===== src/hw/rtl/tpoc_pkg.sv =====
// Shared types and constants of the thermostat PI / on-off controller.
package tpoc_pkg;

  localparam int ZONES_DEFAULT = 4;
  localparam int ZONE_W        = 2;
  localparam int TEMP_W        = 16;
  localparam int BAND_W        = 15;
  localparam int GAIN_W        = 16;
  localparam int DRIVE_W       = 16;
  localparam int PROD_W        = 34;
  localparam int ACC_W         = 36;
  localparam int FIFO_DEPTH    = 2;
  localparam int PTR_W         = $clog2(FIFO_DEPTH);
  localparam int CNT_W         = $clog2(FIFO_DEPTH + 1);

  localparam logic [DRIVE_W-1:0] DRIVE_MAX = {DRIVE_W{1'b1}};
  localparam logic signed [TEMP_W-1:0] FLOOR_RESET = {1'b1, {(TEMP_W-1){1'b0}}};

  typedef enum logic [1:0] {
    OP_FAULT = 2'd0,
    OP_LEVEL = 2'd1,
    OP_PI    = 2'd2
  } op_e;

  typedef struct packed {
    op_e                      op;
    logic [ZONE_W-1:0]        zone;
    logic                     level;
    logic                     err_pos;
    logic                     err_neg;
    logic signed [PROD_W-1:0] p_term;
    logic signed [PROD_W-1:0] i_prod;
  } job_t;

endpackage


===== src/hw/rtl/thermostat_pi_onoff_controller.sv =====
// Top level of the multi-zone thermostat controller (PI with anti-windup or on/off).
// One request is taken every clock cycle as long as the two-entry job queue has room;
// a result passes through the queue register, then the result register, before it appears.
// The per-zone integrator is read, updated and written in the same back-end cycle, so
// consecutive PI ticks on the same zone follow each other at full rate. Requests that
// give no result (override, mode mismatch, zone out of range, an on/off reading inside the
// band with no sensor fault) are dropped at the front. The sensor floor register resets to
// -32768 and is always ready to be written.
module thermostat_pi_onoff_controller #(
  parameter int Zones = tpoc_pkg::ZONES_DEFAULT
) (
  input  logic                                clk_i,
  input  logic                                rst_ni,
  input  logic                                cfg_valid_i,
  output logic                                cfg_ready_o,
  input  logic signed [tpoc_pkg::TEMP_W-1:0]  cfg_data_i,
  input  logic                                in_valid_i,
  output logic                                in_stall_o,
  input  logic                                cmd_i,
  input  logic [tpoc_pkg::ZONE_W-1:0]         zone_i,
  input  logic signed [tpoc_pkg::TEMP_W-1:0]  measured_temp_i,
  input  logic signed [tpoc_pkg::TEMP_W-1:0]  target_temp_i,
  input  logic                                ctl_mode_i,
  input  logic [tpoc_pkg::BAND_W-1:0]         band_i,
  input  logic [tpoc_pkg::GAIN_W-1:0]         prop_gain_i,
  input  logic [tpoc_pkg::GAIN_W-1:0]         integ_gain_i,
  input  logic                                overridden_i,
  output logic                                out_valid_o,
  input  logic                                out_stall_i,
  output logic [tpoc_pkg::ZONE_W-1:0]         out_zone_o,
  output logic [tpoc_pkg::DRIVE_W-1:0]        drive_level_o,
  output logic                                sensor_fault_o
);
  import tpoc_pkg::*;

  logic push;
  logic pop;
  logic empty;
  logic full;
  job_t push_job;
  job_t pop_job;

  assign cfg_ready_o = 1'b1;
  assign in_stall_o  = full;

  tpoc_front #(.Zones(Zones)) u_front (
    .clk_i           (clk_i),
    .rst_ni          (rst_ni),
    .cfg_valid_i     (cfg_valid_i),
    .cfg_data_i      (cfg_data_i),
    .in_valid_i      (in_valid_i),
    .cmd_i           (cmd_i),
    .zone_i          (zone_i),
    .measured_temp_i (measured_temp_i),
    .target_temp_i   (target_temp_i),
    .ctl_mode_i      (ctl_mode_i),
    .band_i          (band_i),
    .prop_gain_i     (prop_gain_i),
    .integ_gain_i    (integ_gain_i),
    .overridden_i    (overridden_i),
    .accept_i        (!full),
    .push_o          (push),
    .job_o           (push_job)
  );

  tpoc_fifo u_fifo (
    .clk_i       (clk_i),
    .rst_ni      (rst_ni),
    .push_i      (push),
    .push_data_i (push_job),
    .pop_i       (pop),
    .pop_data_o  (pop_job),
    .empty_o     (empty),
    .full_o      (full)
  );

  tpoc_back #(.Zones(Zones)) u_back (
    .clk_i          (clk_i),
    .rst_ni         (rst_ni),
    .job_valid_i    (!empty),
    .job_i          (pop_job),
    .pop_o          (pop),
    .out_valid_o    (out_valid_o),
    .out_stall_i    (out_stall_i),
    .out_zone_o     (out_zone_o),
    .drive_level_o  (drive_level_o),
    .sensor_fault_o (sensor_fault_o)
  );

endmodule


===== src/hw/rtl/tpoc_front.sv =====
// Front end: takes requests, filters and classifies them, forms the PI products.
module tpoc_front #(
  parameter int Zones = tpoc_pkg::ZONES_DEFAULT
) (
  input  logic                                   clk_i,
  input  logic                                   rst_ni,
  input  logic                                   cfg_valid_i,
  input  logic signed [tpoc_pkg::TEMP_W-1:0]     cfg_data_i,
  input  logic                                   in_valid_i,
  input  logic                                   cmd_i,
  input  logic [tpoc_pkg::ZONE_W-1:0]            zone_i,
  input  logic signed [tpoc_pkg::TEMP_W-1:0]     measured_temp_i,
  input  logic signed [tpoc_pkg::TEMP_W-1:0]     target_temp_i,
  input  logic                                   ctl_mode_i,
  input  logic [tpoc_pkg::BAND_W-1:0]            band_i,
  input  logic [tpoc_pkg::GAIN_W-1:0]            prop_gain_i,
  input  logic [tpoc_pkg::GAIN_W-1:0]            integ_gain_i,
  input  logic                                   overridden_i,
  input  logic                                   accept_i,
  output logic                                   push_o,
  output tpoc_pkg::job_t                         job_o
);
  import tpoc_pkg::*;

  logic signed [TEMP_W-1:0] floor_q;
  logic signed [TEMP_W-1:0] floor_d;
  logic [7:0]               zone_ext;
  logic                     zone_ok;
  logic                     fault;
  logic signed [TEMP_W:0]   err;
  logic signed [TEMP_W+1:0] meas_x;
  logic signed [TEMP_W+1:0] hi_lim;
  logic signed [TEMP_W+1:0] lo_lim;
  logic                     above;
  logic                     below;

  assign floor_d = cfg_valid_i ? cfg_data_i : floor_q;

  always_ff @(posedge clk_i or negedge rst_ni) begin
    if (!rst_ni) begin
      floor_q <= FLOOR_RESET;
    end else begin
      floor_q <= floor_d;
    end
  end

  assign zone_ext = {{(8-ZONE_W){1'b0}}, zone_i};
  assign zone_ok  = zone_ext < 8'(Zones);
  assign fault    = measured_temp_i < floor_q;
  assign err      = {target_temp_i[TEMP_W-1], target_temp_i}
                  - {measured_temp_i[TEMP_W-1], measured_temp_i};
  assign meas_x   = {{2{measured_temp_i[TEMP_W-1]}}, measured_temp_i};
  assign hi_lim   = {{2{target_temp_i[TEMP_W-1]}}, target_temp_i}
                  + $signed({3'b000, band_i});
  assign lo_lim   = {{2{target_temp_i[TEMP_W-1]}}, target_temp_i}
                  - $signed({3'b000, band_i});
  assign above    = meas_x > hi_lim;
  assign below    = meas_x < lo_lim;

  always_comb begin
    job_o.zone    = zone_i;
    job_o.level   = below;
    job_o.err_pos = !err[TEMP_W] && (err != '0);
    job_o.err_neg = err[TEMP_W];
    job_o.p_term  = err * $signed({1'b0, prop_gain_i});
    job_o.i_prod  = err * $signed({1'b0, integ_gain_i});
    if (fault) begin
      job_o.op = OP_FAULT;
    end else if (ctl_mode_i) begin
      job_o.op = OP_PI;
    end else begin
      job_o.op = OP_LEVEL;
    end
  end

  assign push_o = in_valid_i && accept_i && zone_ok && !overridden_i
                && (cmd_i == ctl_mode_i)
                && (fault || ctl_mode_i || above || below);

endmodule


===== src/hw/rtl/tpoc_fifo.sv =====
// Short job queue between the front and back ends.
module tpoc_fifo (
  input  logic           clk_i,
  input  logic           rst_ni,
  input  logic           push_i,
  input  tpoc_pkg::job_t push_data_i,
  input  logic           pop_i,
  output tpoc_pkg::job_t pop_data_o,
  output logic           empty_o,
  output logic           full_o
);
  import tpoc_pkg::*;

  job_t             mem_q [FIFO_DEPTH];
  logic [PTR_W-1:0] wr_ptr_q;
  logic [PTR_W-1:0] wr_ptr_d;
  logic [PTR_W-1:0] rd_ptr_q;
  logic [PTR_W-1:0] rd_ptr_d;
  logic [CNT_W-1:0] count_q;
  logic [CNT_W-1:0] count_d;
  logic             do_pop;

  assign empty_o    = count_q == '0;
  assign full_o     = count_q == CNT_W'(FIFO_DEPTH);
  assign do_pop     = pop_i && !empty_o;
  assign pop_data_o = mem_q[rd_ptr_q];

  always_comb begin
    wr_ptr_d = wr_ptr_q;
    rd_ptr_d = rd_ptr_q;
    count_d  = count_q;
    if (push_i) begin
      wr_ptr_d = (wr_ptr_q == PTR_W'(FIFO_DEPTH - 1)) ? '0 : wr_ptr_q + 1'b1;
    end
    if (do_pop) begin
      rd_ptr_d = (rd_ptr_q == PTR_W'(FIFO_DEPTH - 1)) ? '0 : rd_ptr_q + 1'b1;
    end
    if (push_i && !do_pop) begin
      count_d = count_q + 1'b1;
    end else if (!push_i && do_pop) begin
      count_d = count_q - 1'b1;
    end
  end

  always_ff @(posedge clk_i or negedge rst_ni) begin
    if (!rst_ni) begin
      wr_ptr_q <= '0;
      rd_ptr_q <= '0;
      count_q  <= '0;
    end else begin
      wr_ptr_q <= wr_ptr_d;
      rd_ptr_q <= rd_ptr_d;
      count_q  <= count_d;
    end
  end

  always_ff @(posedge clk_i) begin
    if (push_i) begin
      mem_q[wr_ptr_q] <= push_data_i;
    end
  end

endmodule


===== src/hw/rtl/tpoc_back.sv =====
// Back end: integrator update with anti-windup, drive clamp and result register.
module tpoc_back #(
  parameter int Zones = tpoc_pkg::ZONES_DEFAULT
) (
  input  logic                           clk_i,
  input  logic                           rst_ni,
  input  logic                           job_valid_i,
  input  tpoc_pkg::job_t                 job_i,
  output logic                           pop_o,
  output logic                           out_valid_o,
  input  logic                           out_stall_i,
  output logic [tpoc_pkg::ZONE_W-1:0]    out_zone_o,
  output logic [tpoc_pkg::DRIVE_W-1:0]   drive_level_o,
  output logic                           sensor_fault_o
);
  import tpoc_pkg::*;

  localparam int IDX_W = (Zones > 1) ? $clog2(Zones) : 1;

  logic [DRIVE_W-1:0]      integ_q [Zones];
  logic                    out_valid_q;
  logic                    out_valid_d;
  logic [ZONE_W-1:0]       zone_q;
  logic [DRIVE_W-1:0]      drive_q;
  logic [DRIVE_W-1:0]      drive_d;
  logic                    fault_q;
  logic [7:0]              zone_ext;
  logic [IDX_W-1:0]        idx;
  logic signed [ACC_W-1:0] prev;
  logic signed [ACC_W-1:0] p_x;
  logic signed [ACC_W-1:0] sum;
  logic signed [ACC_W-1:0] cap;
  logic signed [ACC_W-1:0] wind;
  logic [DRIVE_W-1:0]      next_integ;
  logic signed [ACC_W-1:0] drive_x;
  logic                    pi_upd;

  assign zone_ext = {{(8-ZONE_W){1'b0}}, job_i.zone};
  assign idx      = zone_ext[IDX_W-1:0];
  assign pop_o    = job_valid_i && (!out_valid_q || !out_stall_i);
  assign pi_upd   = pop_o && (job_i.op == OP_PI);

  assign prev = $signed({{(ACC_W-DRIVE_W){1'b0}}, integ_q[idx]});
  assign p_x  = ACC_W'(job_i.p_term);
  assign sum  = prev + ACC_W'(job_i.i_prod);
  assign cap  = $signed({{(ACC_W-DRIVE_W){1'b0}}, DRIVE_MAX}) - p_x;

  always_comb begin
    wind = sum;
    if (job_i.err_pos) begin
      if (sum > cap) begin
        wind = (prev < cap) ? cap : prev;
      end
    end else if (job_i.err_neg) begin
      if (sum < 0) begin
        wind = '0;
      end
    end
    if (wind < 0) begin
      next_integ = '0;
    end else if (wind > $signed({{(ACC_W-DRIVE_W){1'b0}}, DRIVE_MAX})) begin
      next_integ = DRIVE_MAX;
    end else begin
      next_integ = wind[DRIVE_W-1:0];
    end
  end

  assign drive_x = p_x + $signed({{(ACC_W-DRIVE_W){1'b0}}, next_integ});

  always_comb begin
    case (job_i.op)
      OP_FAULT: drive_d = '0;
      OP_LEVEL: drive_d = {{(DRIVE_W-1){1'b0}}, job_i.level};
      OP_PI: begin
        if (drive_x < 0) begin
          drive_d = '0;
        end else if (drive_x > $signed({{(ACC_W-DRIVE_W){1'b0}}, DRIVE_MAX})) begin
          drive_d = DRIVE_MAX;
        end else begin
          drive_d = drive_x[DRIVE_W-1:0];
        end
      end
      default: drive_d = '0;
    endcase
  end

  assign out_valid_d = pop_o || (out_valid_q && out_stall_i);

  always_ff @(posedge clk_i or negedge rst_ni) begin
    if (!rst_ni) begin
      out_valid_q <= 1'b0;
      for (int k = 0; k < Zones; k++) begin
        integ_q[k] <= '0;
      end
    end else begin
      out_valid_q <= out_valid_d;
      if (pi_upd) begin
        integ_q[idx] <= next_integ;
      end
    end
  end

  always_ff @(posedge clk_i) begin
    if (pop_o) begin
      zone_q  <= job_i.zone;
      drive_q <= drive_d;
      fault_q <= job_i.op == OP_FAULT;
    end
  end

  assign out_valid_o    = out_valid_q;
  assign out_zone_o     = zone_q;
  assign drive_level_o  = drive_q;
  assign sensor_fault_o = fault_q;

endmodule


===== config.mk =====
export PLATFORM = sky130hd
export DESIGN_NAME = thermostat_pi_onoff_controller
export DESIGN_NICKNAME = d
export VERILOG_FILES = /design/src/hw/rtl/tpoc_pkg.sv /design/src/hw/rtl/thermostat_pi_onoff_controller.sv /design/src/hw/rtl/tpoc_front.sv /design/src/hw/rtl/tpoc_fifo.sv /design/src/hw/rtl/tpoc_back.sv
export SDC_FILE = /design/constraint.sdc
export NUM_CORES = 2
export LEC_CHECK = 0
export BUFFER_PORTS_ARGS = -buffer_cell sky130_fd_sc_hd__buf_2
export CAP_MARGIN = 20
export CORE_MARGIN = 4
export CORE_UTILIZATION = 40
export CTS_BUF_LIST = sky130_fd_sc_hd__clkbuf_8
export DETAILED_ROUTE_END_ITERATION = 16
export MAX_ROUTING_LAYER = met4
export PLACE_DENSITY = 0.59
export SYNTH_ARGS = -nofsm -noshare
export SYNTH_HDL_FRONTEND = slang
export SYNTH_SLANG_ARGS = --single-unit

===== constraint.sdc =====
create_clock -name clk_i -period 13.7 [get_ports clk_i]
set_clock_uncertainty 0.05 [all_clocks]
set_input_delay 0.685 -clock clk_i [delete_from_list [all_inputs] [get_ports clk_i]]
set_output_delay 0.685 -clock clk_i [all_outputs]
set_load 0.005 [all_outputs]

==> flow_metrics.py, run 1 <==
metrics = {
    "synthesis": {
        "yosys_register_bits": 254,
        "ys_types": 101,
        "ys_seq_area_share_pct": 18.40,
        "yosysTopAreaCell": "fa_1",
        "synth_top_area_share_pct": 28.80,
        "syn_inst": 4096,
        "synth_area_um2": 39140,
        "synth-edff-count": 169,
        "synthTopCellsByArea": "fa_1 (29%), edfxtp_1 (13%), ha_1 (11%)",
        "yosysWarnings": 0,
        "synth-main-ff-cell": "edfxtp_1",
        "avgSynthCellArea_um2": 9.555,
        "syn_nets": 5120,
        "synthArstFlopShare_pct": 33.46,
    },
    "grt": {
        "grt_max_degree": 66,
        "grt_antenna_before_repair": 9,
        "gr-total-overflow": 0,
        "grt_pass1_vias": 29750,
        "grtUsageTotal_pct": 20.64,
        "grt_pass1_wl_um": 165900,
    },
    "place": {
        "hpwl_um": 81780,
        "io_buffers": 125,
        "routabilityCongestion": 0.8961,
        "place_area_um2": 41060,
        "place_ws_ps": 1972,
        "placed_cells": 5372,
    },
    "cts": {
        "post_cts_buffers": 0,
        "cts_root_buf": "clkbuf_8",
        "cts.sinks": 254,
        "cts_buffer_depth": 3,
        "cts_buffers": 41,
        "htreeDepth": 2,
    },
    "floorplan": {
        "num_rows": 114,
        "start_util_pct": 40.41,
        "ioPinCount": 127,
        "die_width_um": 320.8,
        "die_h_um": 320.8,
    },
    "run_status": {
        "error": "[ERROR DRT-0255] Maze Route cannot find path of net clk_i in worker of routeBox ( 289800 0 ) ( 320805 48300 ).",
        "haltStage": "detailed routing (5_2_route)",
        "status": "aborted with a tool error",
    },
}
==> metrics by stage <==
| step | util [%] | hold WS (ps) |
|---|---|---|
| 5_1_grt | 43.21 | 235.9 |
| 4_1_cts | 43.19 | 218.7 |
| 3_5_place_dp | 42.39 | 418.2 |
| 3_3_place_gp | 42.39 | 404.2 |
| 2_1_floorplan | - | 339.4 |
==> Yosys cell counts, types with 24 or more instances <==
cell,n
inv_1,740
xor2_1,45
nand2_1,439
clkbuf_1,123
a21o_1,64
xnor2_1,136
ha_1,356
a21oi_1,143
mux2_2,49
nor2b_1,56
and2_1,251
o211ai_1,51
dfrtp_1,84
nand2b_1,38
edfxtp_1,169
nand3_1,44
o21ai_0,87
o21a_1,46
fa_1,563
and3_1,24
nor2_1,126
nor3_1,35
mux2i_1,43
==> logic make-up after synthesis <==
logic type               Yosys count  share of synthesized area (%)
AND/OR/NAND/NOR                 1131                          14.64
adder cells (fa/ha/maj)          919                          40.18
buffers and inverters            900                          8.826
AO/OA/AOI/OAI                    595                          10.21
flip-flops                       254                          18.40
XOR/XNOR                         182                          4.092
multiplexers                     114                          3.632
other                              1                       0.009581
==> per-layer routing <==
layer  track usage (%)
met2             33.15
met1             28.77
met4             3.748
met3             2.341
met5                 -
==> what timing repair did <==
action                    CTS  global route
resized for setup           0             0
hold buffers                1             0
hold endpoints to repair   19             0
==> run 2: changes to the inputs <==
- CORE_UTILIZATION: 40 -> 25
- CTS_BUF_LIST: sky130_fd_sc_hd__clkbuf_8 -> not set
- MAX_ROUTING_LAYER: met4 -> not set
- PLACE_DENSITY: 0.59 -> not set
- PLACE_DENSITY_LB_ADDON: not set -> 0.15
==> run 2 against run 1 <==
Compared with the run above: the run now ends clean; synthesized cell count unchanged; global-route usage is 6.4 points lower; synthesized area stayed put.
==> flow_metrics.py, run 2 <==
metrics = {
    "cts": {
        "postCtsResizedCells": 0,
        "cts_tree": "done",
        "cts_buffers": 28,
        "cts_root_buf": "clkbuf_16",
        "insertion_delay_ps": 590,
        "htreeDepth": 1,
        "cts.clk_slew.worst_paths_ps": 60,
        "cts.sinks": 254,
        "cts_buffer_depth": 3,
    },
    "synthesis": {
        "synth-main-ff-cell": "edfxtp_1",
        "ys_types": 101,
        "synth-edff-count": 169,
        "synth.most_common_cell": "inv_1",
        "yosys_register_bits": 254,
        "avgSynthCellArea_um2": 9.555,
        "yosysTopAreaCell": "fa_1",
        "synth_top_area_share_pct": 28.80,
        "ys_seq_area_share_pct": 18.40,
        "synthArstFlopShare_pct": 33.46,
        "syn_nets": 5120,
        "yosysWarnings": 0,
        "yosys-top-cells-count": "inv_1 (740), fa_1 (563), nand2_1 (439)",
        "synth_area_um2": 39140,
        "syn_inst": 4096,
        "synthTopCellsByArea": "fa_1 (29%), edfxtp_1 (13%), ha_1 (11%)",
    },
    "floorplan": {
        "die-area_um2": 162900,
        "die_h_um": 403.7,
        "start_util_pct": 25.29,
        "num_rows": 144,
        "ioPinCount": 127,
        "coreArea_um2": 154800,
        "die_width_um": 403.7,
    },
    "grt": {
        "grt_max_degree": 69,
        "gr-total-overflow": 0,
        "grtUsageTotal_pct": 14.24,
        "grt_pass1_vias": 30280,
        "grt_pass1_wl_um": 183000,
        "grt_antenna_before_repair": 10,
    },
    "critical_path": {
        "crit_path_max_fanout": 18,
        "cp-start-kind": "register",
        "reg2reg_slack_ps": 1640,
        "max_stage_delay_ps": 830,
        "r2r-start": "u_fifo.rd_ptr_q",
        "worstSetupEndpointType": "register",
        "path_common_cell": "ha_1",
        "crit_slowest_cell": "or4b_1",
        "cp.required_ps": 13950,
        "r2r_cells": 35,
        "r2r-end": "u_back.drive_level_o[7]",
        "critPathKind": "register to register",
        "worstPathArrival_ps": 12310,
    },
    "layout": {
        "fin_nets": 5155,
        "syn_to_final_growth_pct": 9.961,
        "top_register": "u_fifo.mem_q",
        "drive_above_1_share_pct": 7.854,
        "reg.largest.list": "u_fifo.mem_q (150), u_back.integ_q (64)",
        "final_cell_mix": "inv_1 (740), fa_1 (563), nand2_1 (439), ha_1 (356), and2_1 (251)",
        "layout_commonest_cell": "inv_1",
        "largest_reg_flops": 150,
    },
    "timing": {
        "slew_headroom_pct": 25.40,
        "period_share_pct": 88.00,
        "tightestPinTransition_ps": 1088,
        "maxSlewViolCount": 0,
        "period_minus_slack_ps": 12060,
        "setup-violations-final": 0,
        "tns_ps": 0,
        "hold_viol_final": 0,
        "fmax_ghz": 0.08295,
        "rsz0062_at_grt": "false",
    },
    "routing": {
        "wirelength_um": 115400,
        "drt-pass1-iter-count": 6,
        "post_drt_wl_per_cell_um": 18.61,
        "ant_nets": 0,
        "drt_iter0_drc": 1185,
        "viasPerCell": 4.500,
        "vias": 27900,
        "drc_errors": 0,
    },
    "worst_hold_path": {
        "min_delay_worst_endpoint": "u_front.floor_q[10]",
        "hold_depth": 3,
        "hp-class": "primary input to register",
        "hp-start": "cfg_data_i[10]",
    },
    "place": {
        "routabilityCongestion": 0.8589,
        "hpwl_um": 92910,
        "io_buffers": 125,
    },
    "run_status": {
        "status": "complete, no violations",
    },
    "job": {
        "maxCapViolCount": 0,
    },
}
==> run 2: cell counts after synthesis <==
Identical to the previous run, type by type.
==> run 2: timing repair <==
action | CTS | global route
hold endpoints to repair | 31 | 0
hold buffers | 1 | 0
setup buffers | 0 | 0
==> run 2: layer usage <==
metal	global-route usage (%)	vias to the layer above	wire length [um]
met1	20.53	14120	57180
met2	23.87	334	53500
li1	-	13370	-
met3	1.198	79	3251
met5	0	-	0
met4	1.898	0	1466
==> run 2: per-stage QoR <==
step                      hold WS [ps]  setup slack, ps  area (um2)  utilization (%)  std cells
after CTS                        207.4             1380       43020            27.79       6194
after detailed placement         416.0             1511       42070            27.19       6143
after global placement           422.5             1714       42070            27.19       6143
after floorplan                  339.4             2496       39140                -       4096
after global routing             239.1            897.7       43030            27.80       6195
final                            250.8             1644       43040            27.81       6200
==> run 2: how the worst max path moves through the flow <==
stage / from / to / slack, ps / depth (start not counted)
2_1_floorplan: u_fifo.rd_ptr_q / u_back.drive_level_o[10] / 2500 / 45
3_3_place_gp: u_fifo.rd_ptr_q / u_back.drive_level_o[1] / 1710 / 35
3_5_place_dp: u_fifo.rd_ptr_q / u_back.drive_level_o[5] / 1510 / 35
4_1_cts: u_fifo.rd_ptr_q / u_back.drive_level_o[7] / 1380 / 34
5_1_grt: u_fifo.rd_ptr_q / u_back.drive_level_o[9] / 900 / 36
6_report: u_fifo.rd_ptr_q / u_back.drive_level_o[7] / 1640 / 35
==> run 2: worst max-delay path: cells and delay by family (launching register included) <==
kind / cells / cell delay [ps]
adders and majority gates: 4 / 1240
buffers and inverters: 2 / 810
DFF: 1 / 490
muxes: 2 / 830
and+or+nand+nor: 8 / 2940
xor gates and xnor gates: 2 / 400
AOI/OAI and AO/OA: 17 / 4970
==> run 2: cell type report <==
cell class              count  area, um2
fillers                 16430     111700
multi-input cells        2942      28630
flip-flops and latches    254       7207
inverters                 743       2789
well taps                2044       2557
repair buffers            162      908.4
clock buffers              32      715.7
clock inverters            18      217.7
diodes                      5      12.51
==> run 2: logic make-up after synthesis <==
logic type	count (synthesis)	synth area share, %
AOI/OAI and AO/OA	595	10.21
xor gates and xnor gates	182	4.092
adders and majority gates	919	40.18
buffers and inverters	900	8.826
DFF	254	18.40
muxes	114	3.632
other	1	0.009581
and+or+nand+nor	1131	14.64
Power of run 2 is not shown: default switching activity piles up to over one toggle a cycle in this logic, so the estimate is an artifact.
